### src/pgm_hdr_pkg.sv
// Shared types and status codes for the PGM header parser.
`default_nettype none

package pgm_hdr_pkg;

    localparam logic [2:0] ST_OK         = 3'd0;
    localparam logic [2:0] ST_BAD_MAGIC  = 3'd1;
    localparam logic [2:0] ST_BAD_NUMBER = 3'd2;
    localparam logic [2:0] ST_TOO_LARGE  = 3'd3;
    localparam logic [2:0] ST_TRUNCATED  = 3'd4;

    localparam int OUT_DIM_W = 16;

    typedef struct packed {
        logic [7:0] data_byte;
        logic       first_byte;
        logic       last_byte;
    } in_item_t;

    typedef struct packed {
        logic [2:0]           status;
        logic [OUT_DIM_W-1:0] image_width;
        logic [OUT_DIM_W-1:0] image_height;
        logic [OUT_DIM_W-1:0] max_value;
        logic                 binary_pixels;
    } res_item_t;

endpackage

`default_nettype wire

### src/pgm_header_parser.sv
// A byte is registered in the input stage on accept, and its result, if any, is
// registered when the parser takes the byte from that stage, and m_valid rises.
// Throughput: one byte per cycle; the parser state advances once per byte.
// A full result register that is not taken holds the byte stage, and s_ready drops.
// Reset (aresetn low, synchronous) empties both stages and returns the parser to
// waiting for the magic letter; first_byte restarts it the same way.
`default_nettype none

module pgm_header_parser #(
    parameter int DIM_BITS = 16
) (
    input  wire logic        aclk,
    input  wire logic        aresetn,
    input  wire logic        s_valid,
    output logic             s_ready,
    input  wire logic [7:0]  s_data_byte,
    input  wire logic        s_first_byte,
    input  wire logic        s_last_byte,
    output logic             m_valid,
    input  wire logic        m_ready,
    output logic [2:0]       m_status,
    output logic [15:0]      m_image_width,
    output logic [15:0]      m_image_height,
    output logic [15:0]      m_max_value,
    output logic             m_binary_pixels
);

    pgm_hdr_pkg::in_item_t  s_item;
    pgm_hdr_pkg::in_item_t  item;
    pgm_hdr_pkg::res_item_t res;
    pgm_hdr_pkg::res_item_t m_item;
    logic                   item_valid;
    logic                   proc_en;
    logic                   res_valid;

    assign s_item.data_byte  = s_data_byte;
    assign s_item.first_byte = s_first_byte;
    assign s_item.last_byte  = s_last_byte;

    // advance the held byte when the result register is free or draining
    assign proc_en = item_valid && (!m_valid || m_ready);

    pgm_hdr_in_stage u_in (
        .clk        (aclk),
        .rstn       (aresetn),
        .s_valid    (s_valid),
        .s_ready    (s_ready),
        .s_item     (s_item),
        .take       (proc_en),
        .item_valid (item_valid),
        .item       (item)
    );

    pgm_hdr_core #(
        .DIM_BITS (DIM_BITS)
    ) u_core (
        .clk       (aclk),
        .rstn      (aresetn),
        .proc_en   (proc_en),
        .item      (item),
        .res_valid (res_valid),
        .res       (res)
    );

    pgm_hdr_out_stage u_out (
        .clk       (aclk),
        .rstn      (aresetn),
        .load      (proc_en),
        .res_valid (res_valid),
        .res       (res),
        .m_valid   (m_valid),
        .m_ready   (m_ready),
        .m_item    (m_item)
    );

    assign m_status        = m_item.status;
    assign m_image_width   = m_item.image_width;
    assign m_image_height  = m_item.image_height;
    assign m_max_value     = m_item.max_value;
    assign m_binary_pixels = m_item.binary_pixels;

endmodule

`default_nettype wire

### src/pgm_hdr_in_stage.sv
// Input register stage: holds one incoming byte item until the parser takes it.
`default_nettype none

module pgm_hdr_in_stage (
    input  wire logic                 clk,
    input  wire logic                 rstn,
    input  wire logic                 s_valid,
    output logic                      s_ready,
    input  wire pgm_hdr_pkg::in_item_t s_item,
    input  wire logic                 take,
    output logic                      item_valid,
    output pgm_hdr_pkg::in_item_t     item
);

    logic                  valid_reg;
    pgm_hdr_pkg::in_item_t item_reg;

    assign s_ready    = !valid_reg || take;
    assign item_valid = valid_reg;
    assign item       = item_reg;

    always_ff @(posedge clk) begin
        if (!rstn) begin
            valid_reg <= 1'b0;
        end else if (s_ready) begin
            valid_reg <= s_valid;
        end
    end

    always_ff @(posedge clk) begin
        if (s_valid && s_ready) begin
            item_reg <= s_item;
        end
    end

endmodule

`default_nettype wire

### src/pgm_hdr_core.sv
// Parser state and next-state logic: magic check, tokenizer and number accumulation.
`default_nettype none

module pgm_hdr_core #(
    parameter int DIM_BITS = 16
) (
    input  wire logic                  clk,
    input  wire logic                  rstn,
    input  wire logic                  proc_en,
    input  wire pgm_hdr_pkg::in_item_t item,
    output logic                       res_valid,
    output pgm_hdr_pkg::res_item_t     res
);

    localparam int ACC_W  = ((DIM_BITS > pgm_hdr_pkg::OUT_DIM_W) ? DIM_BITS
                                                                 : pgm_hdr_pkg::OUT_DIM_W) + 1;
    localparam int PROD_W = ACC_W + 4;

    localparam logic [ACC_W-1:0] ACC_CAP   = ACC_W'(1) << (ACC_W - 1);
    localparam logic [ACC_W-1:0] DIM_LIMIT = (ACC_W'(1) << DIM_BITS) - ACC_W'(1);
    localparam logic [ACC_W-1:0] MV_LIMIT  = ACC_W'(17'h0FFFF);

    // magic phase codes
    localparam logic [1:0] MP_P     = 2'd0;
    localparam logic [1:0] MP_DIGIT = 2'd1;
    localparam logic [1:0] MP_SEP   = 2'd2;
    localparam logic [1:0] MP_HDR   = 2'd3;

    // token phase codes
    localparam logic [1:0] TP_IDLE    = 2'd0;
    localparam logic [1:0] TP_TOKEN   = 2'd1;
    localparam logic [1:0] TP_COMMENT = 2'd2;

    localparam int FLAG_SIGN  = 0;
    localparam int FLAG_NEG   = 1;
    localparam int FLAG_DIGIT = 2;
    localparam int FLAG_BAD   = 3;

    localparam logic [7:0] CH_P     = 8'h50;
    localparam logic [7:0] CH_2     = 8'h32;
    localparam logic [7:0] CH_5     = 8'h35;
    localparam logic [7:0] CH_0     = 8'h30;
    localparam logic [7:0] CH_9     = 8'h39;
    localparam logic [7:0] CH_PLUS  = 8'h2B;
    localparam logic [7:0] CH_MINUS = 8'h2D;
    localparam logic [7:0] CH_HASH  = 8'h23;
    localparam logic [7:0] CH_NL    = 8'h0A;
    localparam logic [7:0] CH_SPACE = 8'h20;
    localparam logic [7:0] CH_TAB   = 8'h09;
    localparam logic [7:0] CH_CR    = 8'h0D;

    logic [1:0]       magic_reg,   magic_next;
    logic [1:0]       tphase_reg,  tphase_next;
    logic [1:0]       tdone_reg,   tdone_next;
    logic [ACC_W-1:0] acc_reg,     acc_next;
    logic [3:0]       flags_reg,   flags_next;
    logic [15:0]      hwidth_reg,  hwidth_next;
    logic [15:0]      hheight_reg, hheight_next;
    logic [2:0]       perr_reg,    perr_next;
    logic             fmt_reg,     fmt_next;
    logic             fin_reg,     fin_next;

    // current state after an optional restart
    logic [1:0]        cur_magic, cur_tphase, cur_tdone;
    logic [ACC_W-1:0]  cur_acc;
    logic [3:0]        cur_flags;
    logic [2:0]        cur_perr;
    logic              cur_fin;

    logic [7:0]        b;
    logic              is_space, is_digit, is_sign;
    logic [3:0]        base_flags, abs_flags;
    logic [ACC_W-1:0]  base_acc, abs_acc;
    logic [PROD_W-1:0] prod;
    logic [ACC_W-1:0]  tok_limit;
    logic [2:0]        tok_err;
    logic              emit;
    logic [2:0]        status;
    logic [15:0]       maxval;

    assign b        = item.data_byte;
    assign is_space = (b == CH_SPACE) || ((b >= CH_TAB) && (b <= CH_CR));
    assign is_digit = (b >= CH_0) && (b <= CH_9);
    assign is_sign  = (b == CH_PLUS) || (b == CH_MINUS);

    always_comb begin
        if (item.first_byte) begin
            cur_magic  = MP_P;
            cur_tphase = TP_IDLE;
            cur_tdone  = 2'd0;
            cur_acc    = '0;
            cur_flags  = '0;
            cur_perr   = pgm_hdr_pkg::ST_OK;
            cur_fin    = 1'b0;
        end else begin
            cur_magic  = magic_reg;
            cur_tphase = tphase_reg;
            cur_tdone  = tdone_reg;
            cur_acc    = acc_reg;
            cur_flags  = flags_reg;
            cur_perr   = perr_reg;
            cur_fin    = fin_reg;
        end
    end

    // absorb one byte into a token: continue the open one or start fresh
    always_comb begin
        base_flags = (cur_tphase == TP_TOKEN) ? cur_flags : 4'd0;
        base_acc   = (cur_tphase == TP_TOKEN) ? cur_acc : '0;
        prod       = PROD_W'({base_acc, 3'b000}) + PROD_W'({2'b00, base_acc, 1'b0})
                   + PROD_W'(b - CH_0);
        abs_flags  = base_flags;
        abs_acc    = base_acc;
        if ((base_flags == 4'd0) && is_sign) begin
            abs_flags[FLAG_SIGN] = 1'b1;
            abs_flags[FLAG_NEG]  = (b == CH_MINUS);
        end else if (is_digit) begin
            abs_flags[FLAG_DIGIT] = 1'b1;
            abs_acc = (prod > PROD_W'(ACC_CAP)) ? ACC_CAP : prod[ACC_W-1:0];
        end else begin
            abs_flags[FLAG_BAD] = 1'b1;
        end
    end

    // error of the token that ends on this byte
    always_comb begin
        tok_limit = (cur_tdone < 2'd2) ? DIM_LIMIT : MV_LIMIT;
        if (cur_flags[FLAG_BAD] || !cur_flags[FLAG_DIGIT]) begin
            tok_err = pgm_hdr_pkg::ST_BAD_NUMBER;
        end else if (cur_flags[FLAG_NEG] && (cur_acc != '0)) begin
            tok_err = pgm_hdr_pkg::ST_BAD_NUMBER;
        end else if (cur_acc > tok_limit) begin
            tok_err = pgm_hdr_pkg::ST_TOO_LARGE;
        end else begin
            tok_err = pgm_hdr_pkg::ST_OK;
        end
    end

    always_comb begin
        magic_next   = cur_magic;
        tphase_next  = cur_tphase;
        tdone_next   = cur_tdone;
        acc_next     = cur_acc;
        flags_next   = cur_flags;
        hwidth_next  = hwidth_reg;
        hheight_next = hheight_reg;
        perr_next    = cur_perr;
        fmt_next     = item.first_byte ? 1'b0 : fmt_reg;
        fin_next     = cur_fin;
        emit         = 1'b0;
        status       = pgm_hdr_pkg::ST_OK;
        maxval       = cur_acc[15:0];
        if (item.first_byte) begin
            hwidth_next  = '0;
            hheight_next = '0;
        end

        if (!cur_fin) begin
            unique case (cur_magic)
                MP_P: begin
                    if (b == CH_P) begin
                        magic_next = MP_DIGIT;
                    end else if (!is_space) begin
                        emit   = 1'b1;
                        status = pgm_hdr_pkg::ST_BAD_MAGIC;
                    end
                end
                MP_DIGIT: begin
                    if (b == CH_2) begin
                        fmt_next   = 1'b0;
                        magic_next = MP_SEP;
                    end else if (b == CH_5) begin
                        fmt_next   = 1'b1;
                        magic_next = MP_SEP;
                    end else begin
                        emit   = 1'b1;
                        status = pgm_hdr_pkg::ST_BAD_MAGIC;
                    end
                end
                MP_SEP: begin
                    if (is_space) begin
                        magic_next = MP_HDR;
                    end else begin
                        emit   = 1'b1;
                        status = pgm_hdr_pkg::ST_BAD_MAGIC;
                    end
                end
                default: begin
                    if (cur_tphase == TP_COMMENT) begin
                        if (b == CH_NL) begin
                            tphase_next = TP_IDLE;
                        end
                    end else if (cur_tphase == TP_TOKEN) begin
                        if (is_space || (b == CH_HASH)) begin
                            tphase_next = (b == CH_HASH) ? TP_COMMENT : TP_IDLE;
                            if (cur_perr == pgm_hdr_pkg::ST_OK) begin
                                perr_next = tok_err;
                            end
                            if (cur_tdone == 2'd0) begin
                                hwidth_next = cur_acc[15:0];
                            end
                            if (cur_tdone == 2'd1) begin
                                hheight_next = cur_acc[15:0];
                            end
                            tdone_next = cur_tdone + 2'd1;
                            if (cur_tdone == 2'd2) begin
                                emit   = 1'b1;
                                status = perr_next;
                            end
                        end else begin
                            acc_next   = abs_acc;
                            flags_next = abs_flags;
                        end
                    end else begin
                        if (b == CH_HASH) begin
                            tphase_next = TP_COMMENT;
                        end else if (!is_space) begin
                            tphase_next = TP_TOKEN;
                            acc_next    = abs_acc;
                            flags_next  = abs_flags;
                        end
                    end
                end
            endcase

            if (!emit && item.last_byte) begin
                emit   = 1'b1;
                status = ((magic_next == MP_P) || (magic_next == MP_DIGIT))
                       ? pgm_hdr_pkg::ST_BAD_MAGIC : pgm_hdr_pkg::ST_TRUNCATED;
            end
            if (emit) begin
                fin_next = 1'b1;
            end
        end
    end

    assign res_valid = emit;

    always_comb begin
        res.status        = status;
        res.image_width   = '0;
        res.image_height  = '0;
        res.max_value     = '0;
        res.binary_pixels = (status == pgm_hdr_pkg::ST_BAD_MAGIC) ? 1'b0 : fmt_next;
        if (status == pgm_hdr_pkg::ST_OK) begin
            res.image_width  = hwidth_next;
            res.image_height = hheight_next;
            res.max_value    = maxval;
        end
    end

    always_ff @(posedge clk) begin
        if (!rstn) begin
            magic_reg   <= MP_P;
            tphase_reg  <= TP_IDLE;
            tdone_reg   <= 2'd0;
            acc_reg     <= '0;
            flags_reg   <= '0;
            hwidth_reg  <= '0;
            hheight_reg <= '0;
            perr_reg    <= pgm_hdr_pkg::ST_OK;
            fmt_reg     <= 1'b0;
            fin_reg     <= 1'b0;
        end else if (proc_en) begin
            magic_reg   <= magic_next;
            tphase_reg  <= tphase_next;
            tdone_reg   <= tdone_next;
            acc_reg     <= acc_next;
            flags_reg   <= flags_next;
            hwidth_reg  <= hwidth_next;
            hheight_reg <= hheight_next;
            perr_reg    <= perr_next;
            fmt_reg     <= fmt_next;
            fin_reg     <= fin_next;
        end
    end

    a_result_closes_file: assert property (@(posedge clk) disable iff (!rstn)
        proc_en && res_valid |=> fin_reg)
        else $error("parser still active after giving its result");

    a_quiet_after_result: assert property (@(posedge clk) disable iff (!rstn)
        proc_en && fin_reg && !item.first_byte |-> !res_valid)
        else $error("second result within one file");

    a_last_byte_answers: assert property (@(posedge clk) disable iff (!rstn)
        proc_en && item.last_byte && (!fin_reg || item.first_byte) |-> res_valid)
        else $error("final byte of an open file gave no result");

    a_token_count: assert property (@(posedge clk) disable iff (!rstn)
        !fin_reg |-> (tdone_reg != 2'd3))
        else $error("token count ran past three in an open header");

endmodule

`default_nettype wire

### src/pgm_hdr_out_stage.sv
// Result register: holds one result item until the downstream side takes it.
`default_nettype none

module pgm_hdr_out_stage (
    input  wire logic                   clk,
    input  wire logic                   rstn,
    input  wire logic                   load,
    input  wire logic                   res_valid,
    input  wire pgm_hdr_pkg::res_item_t res,
    output logic                        m_valid,
    input  wire logic                   m_ready,
    output pgm_hdr_pkg::res_item_t      m_item
);

    logic                   valid_reg;
    pgm_hdr_pkg::res_item_t item_reg;

    assign m_valid = valid_reg;
    assign m_item  = item_reg;

    always_ff @(posedge clk) begin
        if (!rstn) begin
            valid_reg <= 1'b0;
        end else if (load) begin
            valid_reg <= res_valid;
        end else if (m_ready) begin
            valid_reg <= 1'b0;
        end
    end

    always_ff @(posedge clk) begin
        if (load && res_valid) begin
            item_reg <= res;
        end
    end

endmodule

`default_nettype wire
### config.mk
export PLATFORM = sky130hd
export DESIGN_NAME = pgm_header_parser
export DESIGN_NICKNAME = d
export VERILOG_FILES = /design/src/pgm_hdr_pkg.sv /design/src/pgm_header_parser.sv /design/src/pgm_hdr_in_stage.sv /design/src/pgm_hdr_core.sv /design/src/pgm_hdr_out_stage.sv
export SDC_FILE = /design/constraint.sdc
export NUM_CORES = 1
export LEC_CHECK = 0
export ABC_AREA = 1
export BUFFER_PORTS_ARGS = -buffer_cell sky130_fd_sc_hd__buf_4
export CAP_MARGIN = 40
export CORE_AREA = 4 4 138 166
export DETAILED_ROUTE_END_ITERATION = 7
export DIE_AREA = 0 0 142 170
export GPL_TIMING_DRIVEN = 0
export RECOVER_POWER = 50
export SYNTH_ARGS = -nofsm -noshare
export SYNTH_HDL_FRONTEND = slang
export SYNTH_HIERARCHICAL = 1
export SYNTH_SLANG_ARGS = --single-unit
### constraint.sdc
create_clock -name aclk -period 4.6 [get_ports aclk]
set_clock_uncertainty 0.15 [all_clocks]
set_input_delay 0.69 -clock aclk [delete_from_list [all_inputs] [get_ports aclk]]
set_output_delay 0.69 -clock aclk [all_outputs]
set_load 0.01 [all_outputs]
* After elaboration in Yosys (flattened, before gate mapping)
Index checks and enable logic that the tools add are counted.
** Word-level totals
- Logic and storage cells :: 182
- Output and inout port bits :: 54
- Register bits after elaboration :: 128
- Bits of input ports :: 14
** Operators by class
- Eq/ne operators :: 16
- Add/subtract/negate cells :: 4
- Order comparisons :: 6
- Muxes and demuxes :: 108
- Reduce and logical (&&, ||, !) cells :: 28
** Operators with widths (count)
- 16-bit 2-to-1 mux :: 14
- 17-bit 2-to-1 mux :: 12
- 3-bit 2-to-1 mux :: 18
- 2-bit 2-to-1 mux :: 26
- 8-bit by 6-bit equality test with 1-bit output, second input constant :: 6
- 4-bit 2-to-1 mux :: 9
- 1-bit 2-to-1 mux :: 26
- 20-bit by 18-bit adder with 21-bit output :: 1
- 21-bit adder :: 1
- 21-bit by 17-bit greater-than comparator with 1-bit output, second input constant :: 1
- 17-bit by 16-bit greater-than comparator with 1-bit output, second input constant :: 1
- 17-bit nonzero test :: 1
- 3-bit one-hot mux with 3 select lines :: 1
- 8-bit by 6-bit subtractor with 9-bit output, second input constant :: 1
- 2-bit by 1-bit equality test with 1-bit output, second input constant :: 4
- 8-bit by 4-bit equality test with 1-bit output, second input constant :: 1
- 8-bit by 7-bit equality test with 1-bit output, second input constant :: 1
- 8-bit by 4-bit >= comparator with 1-bit output, second input constant :: 1
- 8-bit by 6-bit >= comparator with 1-bit output, second input constant :: 1
- 8-bit by 4-bit less-or-equal comparator with 1-bit output, second input constant :: 1
- 8-bit by 6-bit less-or-equal comparator with 1-bit output, second input constant :: 1
- 1-bit logical AND :: 8
- 1-bit logical OR :: 7
- 2-bit equality test, second input constant :: 3
- other kinds (10) :: 16

* Depth between registers and ports, before layout
Gate-level depths: netlist (run 1).
- Depth after elaboration :: 15
- Gate-level depth with buffers :: 28
- Gate-level depth less buffers :: 26

* By module
The synthesis (run 1) kept the hierarchy.
** Modules (own cells, without submodules)
- pgm_hdr_core :: instances 1, sequential area each 1281.2 µm², area an instance 6847.8 µm², cells each 1212
- pgm_hdr_out_stage :: instances 1, sequential area each 1581.5 µm², area an instance 1609.0 µm², cells each 59
- pgm_hdr_in_stage :: instances 1, sequential area each 320.3 µm², area an instance 351.6 µm², cells each 17
- pgm_header_parser :: instances 1, sequential area each 0.0 µm², area an instance 16.3 µm², cells each 3

* Worst setup path after synthesis (run 1)
Ideal clock, no wire load.
- Path type :: flip-flop to flip-flop
- Start point :: register u_in.item_reg (netlist bit u_in/item[6])
- End point :: register u_core.acc_reg[4]
- Slack :: 702 ps
- Data required time :: 4380 ps
- Arrival time :: 3677 ps
- Clock period less this slack :: 3898 ps
- Library setup time :: 70 ps
- Buffers on the path :: 1
- Stages on the path, launching flop included :: 21
- Path through :: edfxtp_1 ha_1 nor2_1 inv_1 fa_1 inv_1 ha_1 nand2_1 inv_1 a21oi_1 inv_1 a21oi_1 nand3b_1 nand2_1 nand2_1 nor2_4 buf_2 nand3_1 nand2_1 nand2_1 a21oi_1
** On the way
- Cells in the longest elaborated chain, start to end :: 12
- Elaborated cells on any way between the ends :: 27
- Classes of those cells :: add/sub: 2; order compare: 5; eq/ne: 4; mux: 10; reduce/logical: 6
** Ends and longest elaborated chain
- from (decl) :: line pgm_hdr_in_stage.sv:16 : pgm_hdr_pkg::in_item_t item_reg;
- from (signal assigned) :: line pgm_hdr_in_stage.sv:32 : item_reg <= s_item;
- 8-bit by 6-bit subtractor with 9-bit output :: line pgm_hdr_core.sv:111 : + PROD_W'(b - CH_0);
- 21-bit adder :: line pgm_hdr_core.sv:111
- 21-bit by 17-bit greater-than comparator with 1-bit output :: line pgm_hdr_core.sv:119 : abs_acc = (prod > PROD_W'(ACC_CAP)) ? ACC_CAP : prod[ACC_W-1:0];
- 17-bit 2-to-1 mux :: line pgm_hdr_core.sv:119
- 17-bit 2-to-1 mux :: line pgm_hdr_core.sv:117 : end else if (is_digit) begin
- 17-bit 2-to-1 mux :: line pgm_hdr_core.sv:114 : if ((base_flags == 4'd0) && is_sign) begin
- 17-bit 2-to-1 mux :: line pgm_hdr_core.sv:217 : end else if (!is_space) begin
- 17-bit 2-to-1 mux :: line pgm_hdr_core.sv:215 : if (b == CH_HASH) begin
- 17-bit 2-to-1 mux (*) :: line pgm_hdr_core.sv:193 : end else if (cur_tphase == TP_TOKEN) begin
- 17-bit 2-to-1 mux (*) :: line pgm_hdr_core.sv:189 : if (cur_tphase == TP_COMMENT) begin
- 17-bit 2-to-1 mux (*) :: line pgm_hdr_core.sv:159 : unique case (cur_magic)
- 17-bit 2-to-1 mux (*) :: line pgm_hdr_core.sv:158 : if (!cur_fin) begin
- to (signal assigned) :: line pgm_hdr_core.sv:268 : acc_reg <= acc_next;
- to (decl) :: line pgm_hdr_core.sv:55 : logic [ACC_W-1:0] acc_reg, acc_next;
Mark *: on every way between the ends. The rest lies on a longest branch, timed or not.
A chain may end at the register's enable or synchronous reset.

* Final worst setup path (run 1)
- Start point :: register u_in.item_reg (netlist bit u_in/item[1])
- End point :: register u_core.acc_reg[10]
** On the way
- Cells in the longest elaborated chain, start to end :: 15
- Elaborated cells on any way between the ends :: 28
- Classes of those cells :: add/sub: 2; order compare: 1; eq/ne: 4; mux: 17; reduce/logical: 4
** Ends and longest elaborated chain
- 2-bit 2-to-1 mux :: line pgm_hdr_core.sv:87 : if (item.first_byte) begin
- 2-bit by 1-bit equality test with 1-bit output :: line pgm_hdr_core.sv:108, pgm_hdr_core.sv:109, pgm_hdr_core.sv:193
- 17-bit 2-to-1 mux :: line pgm_hdr_core.sv:109 : base_acc = (cur_tphase == TP_TOKEN) ? cur_acc : '0;
- 20-bit by 18-bit adder with 21-bit output :: line pgm_hdr_core.sv:110 : prod = PROD_W'({base_acc, 3'b000}) + PROD_W'({2'b00, base_acc, 1'b0})
- 21-bit adder :: line pgm_hdr_core.sv:111
- 21-bit by 17-bit greater-than comparator with 1-bit output :: line pgm_hdr_core.sv:119
- 17-bit 2-to-1 mux :: line pgm_hdr_core.sv:119
- 17-bit 2-to-1 mux :: line pgm_hdr_core.sv:117
- 17-bit 2-to-1 mux :: line pgm_hdr_core.sv:114
- 17-bit 2-to-1 mux :: line pgm_hdr_core.sv:217
- 17-bit 2-to-1 mux :: line pgm_hdr_core.sv:215
- 17-bit 2-to-1 mux :: line pgm_hdr_core.sv:193
- 17-bit 2-to-1 mux :: line pgm_hdr_core.sv:189
- 17-bit 2-to-1 mux :: line pgm_hdr_core.sv:159
- 17-bit 2-to-1 mux (*) :: line pgm_hdr_core.sv:158
Marks and branches as above.

==> impl_metrics.ini, run 1 <==
[die]
die_h_um = 170
start_util_pct = 41.1
placementRows = 59
die_w_um = 142
core_sq_mm = 0.0215
dieArea_sq_mm = 0.0241
io_pins = 68

[logic_synthesis]
synthFlopType = dfxtp_1
synth.most_common_cell = nand2_1
syn_area_per_cell_sq_um = 6.84
synth_commonest_cells = nand2_1 (282), inv_1 (198), nor2_1 (158)
syn-num-nets = 1351
netlist.top_cell.by_area = edfxtp_1
synth_edf_count = 62
synth.distinct_cells = 43
async_flop_share_pct = 0
yosysWarnings = 6
synth_area_sq_mm = 0.00882
synth-seq-cells = 128
synth_area_leaders = edfxtp_1 (21%), dfxtp_1 (15%), nand2_1 (12%)
synth-seq-area-share_pct = 36.1
synthCells = 1291
synth_top_area_share_pct = 21.1

[drt]
postRouteAntennaNets = 0
initialDrtViolationCount = 568
viasPerCell = 5.14
first_pass_iters = 5
wl_um = 25700
post_drt_wl_per_cell_um = 15.4
vias = 8599
drc = 0

[clock_network]
clock_path_buffers = 2
htree_levels = 4
worstSkewPairLatency_ns = 0.42
cts_tree = yes
cts-buffers-inserted = 17
cts.sinks = 128
ctsHoldBuffers = 0
clk_pin_slew_ns = 0.06
clock-root-buffer = clkbuf_16

[global_route]
grt_pass1_vias = 8124
track_usage_pct = 21.2
grt_start_max_net_pins = 45
grt_pass1_wl_um = 41000
grt_antenna_before_repair = 0
overflow = 0

[power_and_ir_drop]
ir_drop_mv = 0.254
switching_power_mw = 0.911
leakagePower_nw = 4.50
p_comb_share_pct = 14.9
swShare_pct = 29.3
p_clk_share_pct = 43.5
seqPwrFrac_pct = 41.6
powerDensity_mw_per_mm2 = 306
cellInternalPower_mw = 2.20

[timing]
fin_crit_ns = 4.25
worstMarginPinSlew_ns = 0.719
hold_ws_ns = 0.313
slew_viol_final = 0
fmax_ghz = 0.235
slew_headroom_pct = 52.1
fin_crit_sh_pct = 92.5
hold_viol = 0
setup_viol = 0

[finish]
diodes = 0
areaGrowthSynthToFinish_pct = 15.1
stdcell_count = 1672
fin_nets = 1445
layout-drive-gt1-share_pct = 9.44
largest_reg_flops = 52

[critical_path]
max_stage_delay_ns = 0.53
critPathKind = reg -> reg
cpLargestDelayFamily = simple AND/OR/NAND/NOR gates
cp-end-kind = register
crit_chain = nor2_4 > nand2_4 > buf_4 > nor2_2 > inv_1 > fa_1 > inv_1 > fa_1 > nand3_1 > nand2_1 > nand2_1 > nand2_1 > nand2_1 > nand2_1 > nor2_1 > nand2_1 > nor2_1 > nand2_1 > nand2_2 > clkbuf_4 > nand3_1 > nand2_1 > nand2_1 > a21oi_1
slowest_stage = edfxtp_1
cp.arrival_ns = 4.45
cp-start-kind = register
cp_max_fo = 10
path_buf_inv = 4
worstPathRequired_ns = 4.79
worst_path_most_repeated_cell = nand2_1

[run_status]
status = finished, final reports clean

[hold_path]
min_path_type = in -> reg

[placement]
placed_cells = 1634
place.gp.congestion = 0.928
dp_hpwl_um = 19600
numPortBuffers = 67

[run]
cap_violations = 0
cell type report:
class,instances,area (sq um)
multi-input cells,887,4580
plain buffers,56,255
clock buffers,18,450
fillers,2275,11300
flip-flops and latches,128,3180
clock inverters,14,144
well taps,274,343
inverters,220,830
repair buffers,75,373
through the flow:
| stage | setup TNS [ns] | instance area [sq um] | setup slack, ns | utilization, % | total power, mW |
|---|---|---|---|---|---|
| 5_1_grt | -0.000448 | 10200 | -0.000448 | 47.3 | 3.25 |
| 2_1_floorplan | 0 | 8820 | 0.702 | - | 1.63 |
| 3_3_place_gp | -1.06 | 9670 | -0.120 | 45.0 | 1.78 |
| 6_report | 0 | 10200 | 0.345 | 47.3 | 3.11 |
| 4_1_cts | 0 | 10300 | 0.0575 | 47.9 | 3.15 |
| 3_5_place_dp | -1.82 | 9700 | -0.207 | 45.1 | 1.79 |
worst reg2reg max path, cell delays in order, from the launching register on:
cell      delay (ns)
edfxtp_1        0.53
nor2_4          0.21
nand2_4         0.13
buf_4           0.23
nor2_2          0.18
inv_1           0.10
fa_1            0.52
inv_1           0.07
fa_1            0.51
nand3_1         0.13
nand2_1         0.11
nand2_1         0.09
nand2_1         0.05
nand2_1         0.07
nand2_1         0.05
nor2_1          0.10
nand2_1         0.06
nor2_1          0.10
nand2_1         0.07
nand2_2         0.12
clkbuf_4        0.22
nand3_1         0.10
nand2_1         0.09
nand2_1         0.06
a21oi_1         0.13
cell usage in the layout (no fill, tap or decap), drive strengths merged, types with 3 or more instances in the layout:
master    instances
nand4            33
nor2            187
buf              27
o21ai            70
fa                9
o211ai            5
edfxtp           62
clkinv            6
nand2           290
clkbuf          122
nand3b            4
ha               37
inv             223
a21o              7
a21oi           137
nor3              5
nand3            58
dfxtp            66
o21bai            3
clkinvlp          4
a31oi            29
logic make-up after synthesis:
| logic type | after synthesis | synth area share [%] |
|---|---|---|
| fa+ha+maj | 46 | 7.29 |
| flops | 128 | 36.1 |
| simple gates | 580 | 28.2 |
| buf+inv | 276 | 12.3 |
| xor+xnor | 3 | 0.298 |
| compound gates | 258 | 15.8 |
routing by layer:
layer	wire length (um)	vias to the layer above	track usage (%)
li1	-	4360	-
met1	10800	3957	25.6
met2	12900	239	37.7
met3	1310	43	3.46
met4	678	0	7.76
met5	0	-	0
path summary, 6_finish.rpt:
| path | end | from | depth (start not counted) | slack, ns |
|---|---|---|---|---|
| worst max-delay path | u_core/acc_reg[10]$_SDFFE_PN0P_ | u_in/item[1]$_DFFE_PP_ | 24 | 0.35 |
| worst min register to register | u_core/acc_reg[15]$_SDFFE_PN0P_ | u_core/acc_reg[15]$_SDFFE_PN0P_ | 2 | 0.32 |
| worst max register to register | u_core/acc_reg[10]$_SDFFE_PN0P_ | u_in/item[1]$_DFFE_PP_ | 24 | 0.35 |
| worst min-delay path | u_in/item[4]$_DFFE_PP_ | s_data_byte[2] | 1 | 0.31 |
timing repair:
| action | CTS | global route |
|---|---|---|
| hold endpoints to repair | 0 | 0 |
| pin swaps | 0 | 2 |
| buffers inserted | 0 | 6 |
| resized for setup | 3 | 21 |
| setup endpoints to repair | 16 | 17 |
power groups by stage:
stage	clock, mW	sequential, mW	combinational, mW
after floorplan	0	1.33	0.305
after global placement	0	1.32	0.458
after detailed placement	0	1.32	0.469
after CTS	1.38	1.29	0.472
after global routing	1.43	1.30	0.518
final	1.35	1.29	0.462
No activity file was read; power rests on OpenSTA's default activity.
==> run 2, diff against run 1 <==
--- a/config.mk
+++ b/config.mk
@@ -9,6 +9,7 @@
 export BUFFER_PORTS_ARGS = -buffer_cell sky130_fd_sc_hd__buf_4
 export CAP_MARGIN = 40
 export CORE_AREA = 4 4 138 166
+export CTS_BUF_LIST = sky130_fd_sc_hd__clkbuf_2
 export DETAILED_ROUTE_END_ITERATION = 7
 export DIE_AREA = 0 0 142 170
 export GPL_TIMING_DRIVEN = 0
==> run 2 against run 1 <==
Fmax shrank 1.0%. Highest routed layer unchanged. Register-to-register slack worse by 0.04 ns. Clock power down 44%. Die area unchanged.
==> impl_metrics.ini, run 2 (synthesis gave the netlist of run 1 again) <==
[power_and_ir_drop]
switching_power_mw = 0.845
swShare_pct = 33.5
ir_drop_mv = 0.134
cellInternalPower_mw = 1.68
leakagePower_nw = 4.44
p_clk_share_pct = 30.0
powerDensity_mw_per_mm2 = 252
total_power_mw = 2.53
p_comb_share_pct = 18.8
seqPwrFrac_pct = 51.2

[die]
start_util_pct = 41.1
die_w_um = 142
core_sq_mm = 0.0215
die_h_um = 170
placementRows = 59
dieArea_sq_mm = 0.0241
io_pins = 68

[drt]
viasPerCell = 5.11
vias = 8645
first_pass_iters = 5
wl_um = 25800
initialDrtViolationCount = 599
postRouteAntennaNets = 0
post_drt_wl_per_cell_um = 15.2
drc = 0

[global_route]
grt_start_max_net_pins = 45
overflow = 0
grt_antenna_before_repair = 1
track_usage_pct = 21.3
grt_pass1_vias = 8130
grt_pass1_wl_um = 41100

[clock_network]
clk_pin_slew_ns = 0.21
htree_levels = 4
worstSkewPairLatency_ns = 0.72
cts.sinks = 128
clock-root-buffer = clkbuf_2
cts-buffers-inserted = 17
cts_tree = yes
clock_path_buffers = 2

[finish]
design_area_sq_mm = 0.0100
largest_reg_flops = 52
fin_nets = 1462
layout-drive-gt1-share_pct = 9.68
final_common_cell = nand2_1
final_cell_mix = nand2_1 (281), inv_1 (197), nor2_1 (152)
areaGrowthSynthToFinish_pct = 13.6

[timing]
hold_viol = 0
fin_crit_sh_pct = 93.5
slew_viol_final = 0
slew_headroom_pct = 50.3
worstMarginPinSlew_ns = 0.745
setup_viol = 0
fin_crit_ns = 4.30
fmax_ghz = 0.233

[critical_path]
cp_max_fo = 44
cp.arrival_ns = 4.55
worstPathRequired_ns = 4.86
cp-end-kind = register
critPathKind = reg -> reg
cp-start-kind = register

[placement]
place.gp.congestion = 0.928
dp_hpwl_um = 19600
numPortBuffers = 67
postPlaceCellArea_sq_mm = 0.00970

[run]
cap_violations = 0

[run_status]
status = finished, final reports clean

[hold_path]
min_path_type = reg -> reg
## run 2: power by group through the flow
| stage | combinational [mW] | clock [mW] | sequential (mW) |
|---|---|---|---|
| after global routing | 0.532 | 0.835 | 1.30 |
| final | 0.475 | 0.757 | 1.29 |
| after CTS | 0.483 | 0.783 | 1.29 |
| after detailed placement | 0.469 | 0 | 1.32 |
| after floorplan | 0.305 | 0 | 1.33 |
| after global placement | 0.458 | 0 | 1.32 |
## run 2: metrics by stage
step / util [%] / cells / hold slack (ns) / worst slack [ns] / setup TNS (ns)
after global placement: 45.0 / 1632 / 0.302 / -0.120 / -1.06
after CTS: 47.1 / 1681 / 0.00385 / 0.0508 / 0
after global routing: 46.7 / 1693 / 0.345 / -0.00563 / -0.00563
after detailed placement: 45.1 / 1634 / 0.306 / -0.207 / -1.82
after floorplan: - / 1291 / 0.283 / 0.702 / 0
final: 46.7 / 1693 / 0.332 / 0.301 / 0
## run 2: per-layer routing
metal  wire length, um  global-route usage, %  up-vias
li1                  -                      -     4399
met1             10800                   25.9     3939
met2             12900                   37.9      260
met3              1330                   3.01       47
met4               747                   8.18        0
met5                 0                      0        -
## run 2: final timing paths
kind / startpoint / end / slack [ns] / cells past startpoint
max: u_in/item[1]$_DFFE_PP_ / u_out/m_item[14]$_DFFE_PP_ / 0.30 / 19
min: u_core/acc_reg[15]$_SDFFE_PN0P_ / u_core/acc_reg[15]$_SDFFE_PN0P_ / 0.33 / 2
max reg2reg: u_in/item[1]$_DFFE_PP_ / u_out/m_item[14]$_DFFE_PP_ / 0.30 / 19
min reg2reg: u_core/acc_reg[15]$_SDFFE_PN0P_ / u_core/acc_reg[15]$_SDFFE_PN0P_ / 0.33 / 2
## run 2: layout make-up
type,count,area [sq um]
fill,2302,11500
multi-input combinational,887,4600
sequential,128,3180
inverter,220,830
timing repair buffer,92,541
tap,274,343
buffer,56,263
clock inverter,15,174
clock buffer,17,85.1
antenna,4,10.0
## run 2: worst max-delay path, stage by stage, from the launching register on
cell,delay (ns)
edfxtp_1,0.44
clkbuf_1,0.21
clkbuf_1,0.26
clkbuf_1,0.60
buf_6,0.25
clkbuf_1,0.43
nor2_1,0.14
inv_1,0.13
ha_1,0.17
inv_1,0.04
nor2_1,0.10
nand2_1,0.12
inv_2,0.08
nor2_1,0.05
nand2_1,0.09
nand2_1,0.06
inv_1,0.07
nand2_1,0.09
inv_2,0.22
buf_12,0.27
## run 2: what timing repair did
item | 4_1_cts | 5_1_grt
hold buffers | 13 | 1
setup endpoints to repair | 17 | 17
pin swaps | 0 | 2
resized for setup | 3 | 24
endpoints found under the hold margin | 12 | 1
setup buffers | 2 | 7
==> run 3, diff against run 2 <==
==> constraint.sdc (replaced) <==
create_clock -name aclk -period 4.6 [get_ports aclk]
set_clock_uncertainty 0.15 [all_clocks]
set_input_delay 0.23 -clock aclk [delete_from_list [all_inputs] [get_ports aclk]]
set_output_delay 0.23 -clock aclk [all_outputs]
set_load 0.01 [all_outputs]
==> run 3 against run 2 <==
Sequential share of layout area shrank 0.20 points. Wire length grew 0.24%. Combinational power grew 1%. Final area grew 0.62%. Non-clock buffer count grew 7. Cell count grew 0.41%. Clock power is essentially flat. Register-to-register slack gained 0.05 ns. Sequential power is essentially flat. Via count grew 0.24%. First-iteration DRC count grew 3.5%. Total power grew 0.20%. Critical path type unchanged.
==> impl_metrics.ini, run 3 (synthesis gave the netlist of run 1 again) <==
[critical_path]
max_stage_delay_ns = 0.50
critPathKind = reg -> reg
cp-end-kind = register
cp-start-kind = register
path_buf_inv = 5
crit_chain = ha_1 > nor2_4 > clkinvlp_4 > buf_4 > fa_1 > inv_1 > ha_1 > a21oi_1 > o21ai_0 > a21oi_1 > nand2_1 > nand2_1 > nand2_1 > inv_1 > nand2_1 > nor2_4 > clkbuf_4 > nand3_1 > nand2_1 > nand2_1 > a21oi_1
cpLargestDelayFamily = adder cells
cp_max_fo = 10
cp.arrival_ns = 4.73
worst_path_most_repeated_cell = nand2_1
slowest_stage = fa_1
worstPathRequired_ns = 5.08

[drt]
postRouteAntennaNets = 0
drc = 0
vias = 8666
first_pass_iters = 7
post_drt_wl_per_cell_um = 15.2
wl_um = 25800
initialDrtViolationCount = 620
viasPerCell = 5.10

[global_route]
grt_antenna_before_repair = 1
grt_pass1_vias = 8176
track_usage_pct = 21.4
grt_pass1_wl_um = 41300
grt_start_max_net_pins = 45
overflow = 0

[finish]
final_cell_mix = nand2_1 (281), inv_1 (198), nor2_1 (152)
seqCellArea_sq_mm = 0.00318
areaGrowthSynthToFinish_pct = 14.3
multi_input_area_sq_mm = 0.00459
layout-drive-gt1-share_pct = 9.49
design_area_sq_mm = 0.0101
fin_nets = 1469
largest_reg_flops = 52
n_fill_cell = 2307
final_common_cell = nand2_1

[timing]
hold_viol = 0
slew_headroom_pct = 50.1
fmax_ghz = 0.236
setup_viol = 0
worstMarginPinSlew_ns = 0.749
fin_setup_tns_ns = 0
fin_crit_ns = 4.25
fin_crit_sh_pct = 92.3
slew_viol_final = 0

[placement]
postPlaceCellArea_sq_mm = 0.00970
place.gp.congestion = 0.928
numPortBuffers = 67
dp_hpwl_um = 19600

[die]
io_pins = 68
die_h_um = 170
core_sq_mm = 0.0215
placementRows = 59
dieArea_sq_mm = 0.0241
start_util_pct = 41.1
die_w_um = 142

[run]
cap_violations = 0

[hold_path]
min_path_type = in -> reg

[power_and_ir_drop]
total_power_mw = 2.53
leakagePower_nw = 4.47
powerDensity_mw_per_mm2 = 251
ir_drop_mv = 0.134

[run_status]
status = finished, final reports clean

[clock_network]
cts_tree = yes
clk_pin_slew_ns = 0.21
clock_path_buffers = 2
clock-root-buffer = clkbuf_2
worstSkewPairLatency_ns = 0.73
cts-buffers-inserted = 17
cts.sinks = 128
htree_levels = 4
run 3: per-stage QoR:
stage	util [%]	setup slack, ns	cells	hold slack [ns]
after floorplan	-	0.702	1291	0.179
after global placement	45.0	-0.120	1632	0.258
after detailed placement	45.1	-0.207	1634	0.259
after CTS	47.4	0.0508	1689	0.000486
after global routing	47.0	-0.00563	1700	0.0305
final	47.0	0.354	1700	0.0934
run 3: repair_timing:
item / in CTS / in global routing
buffers inserted: 2 / 6
endpoints found under the setup margin: 17 / 17
hold endpoints to repair: 47 / 1
gates resized for setup: 3 / 22
pin swaps: 0 / 2
hold buffers: 21 / 1
run 3: path summary, 6_finish.rpt:
kind,endpoint,from,slack [ns],cells past startpoint
setup / recovery,u_core/acc_reg[10]$_SDFFE_PN0P_,u_in/item[6]$_DFFE_PP_,0.35,21
hold / removal,u_in/item[7]$_DFFE_PP_,s_data_byte[5],0.09,2
setup reg to reg,u_core/acc_reg[10]$_SDFFE_PN0P_,u_in/item[6]$_DFFE_PP_,0.35,21
hold reg to reg,u_core/acc_reg[15]$_SDFFE_PN0P_,u_core/acc_reg[15]$_SDFFE_PN0P_,0.33,2
run 3: cell type report:
class                      count  share of cell area, %
antenna                        4                 0.0992
buffer                        56                   2.61
clock buffer                  17                  0.844
clock inverter                15                   1.72
inverter                     220                   8.22
multi-input combinational    887                   45.5
sequential                   128                   31.6
tap                          274                   3.40
timing repair buffer          99                   6.08
run 3: power by group:
group	switching (mW)	internal [mW]
clock	0.489	0.269
sequential	0.0308	1.26
combinational	0.327	0.153
run 3: routing by layer:
layer  up-vias  track usage, %  share of wire [%]
li1       4409               -                  -
met1      3981            25.8                 43
met2       229            38.2                 50
met3        47            3.01                4.4
met4         0            8.18                2.9
met5         -               0                  0
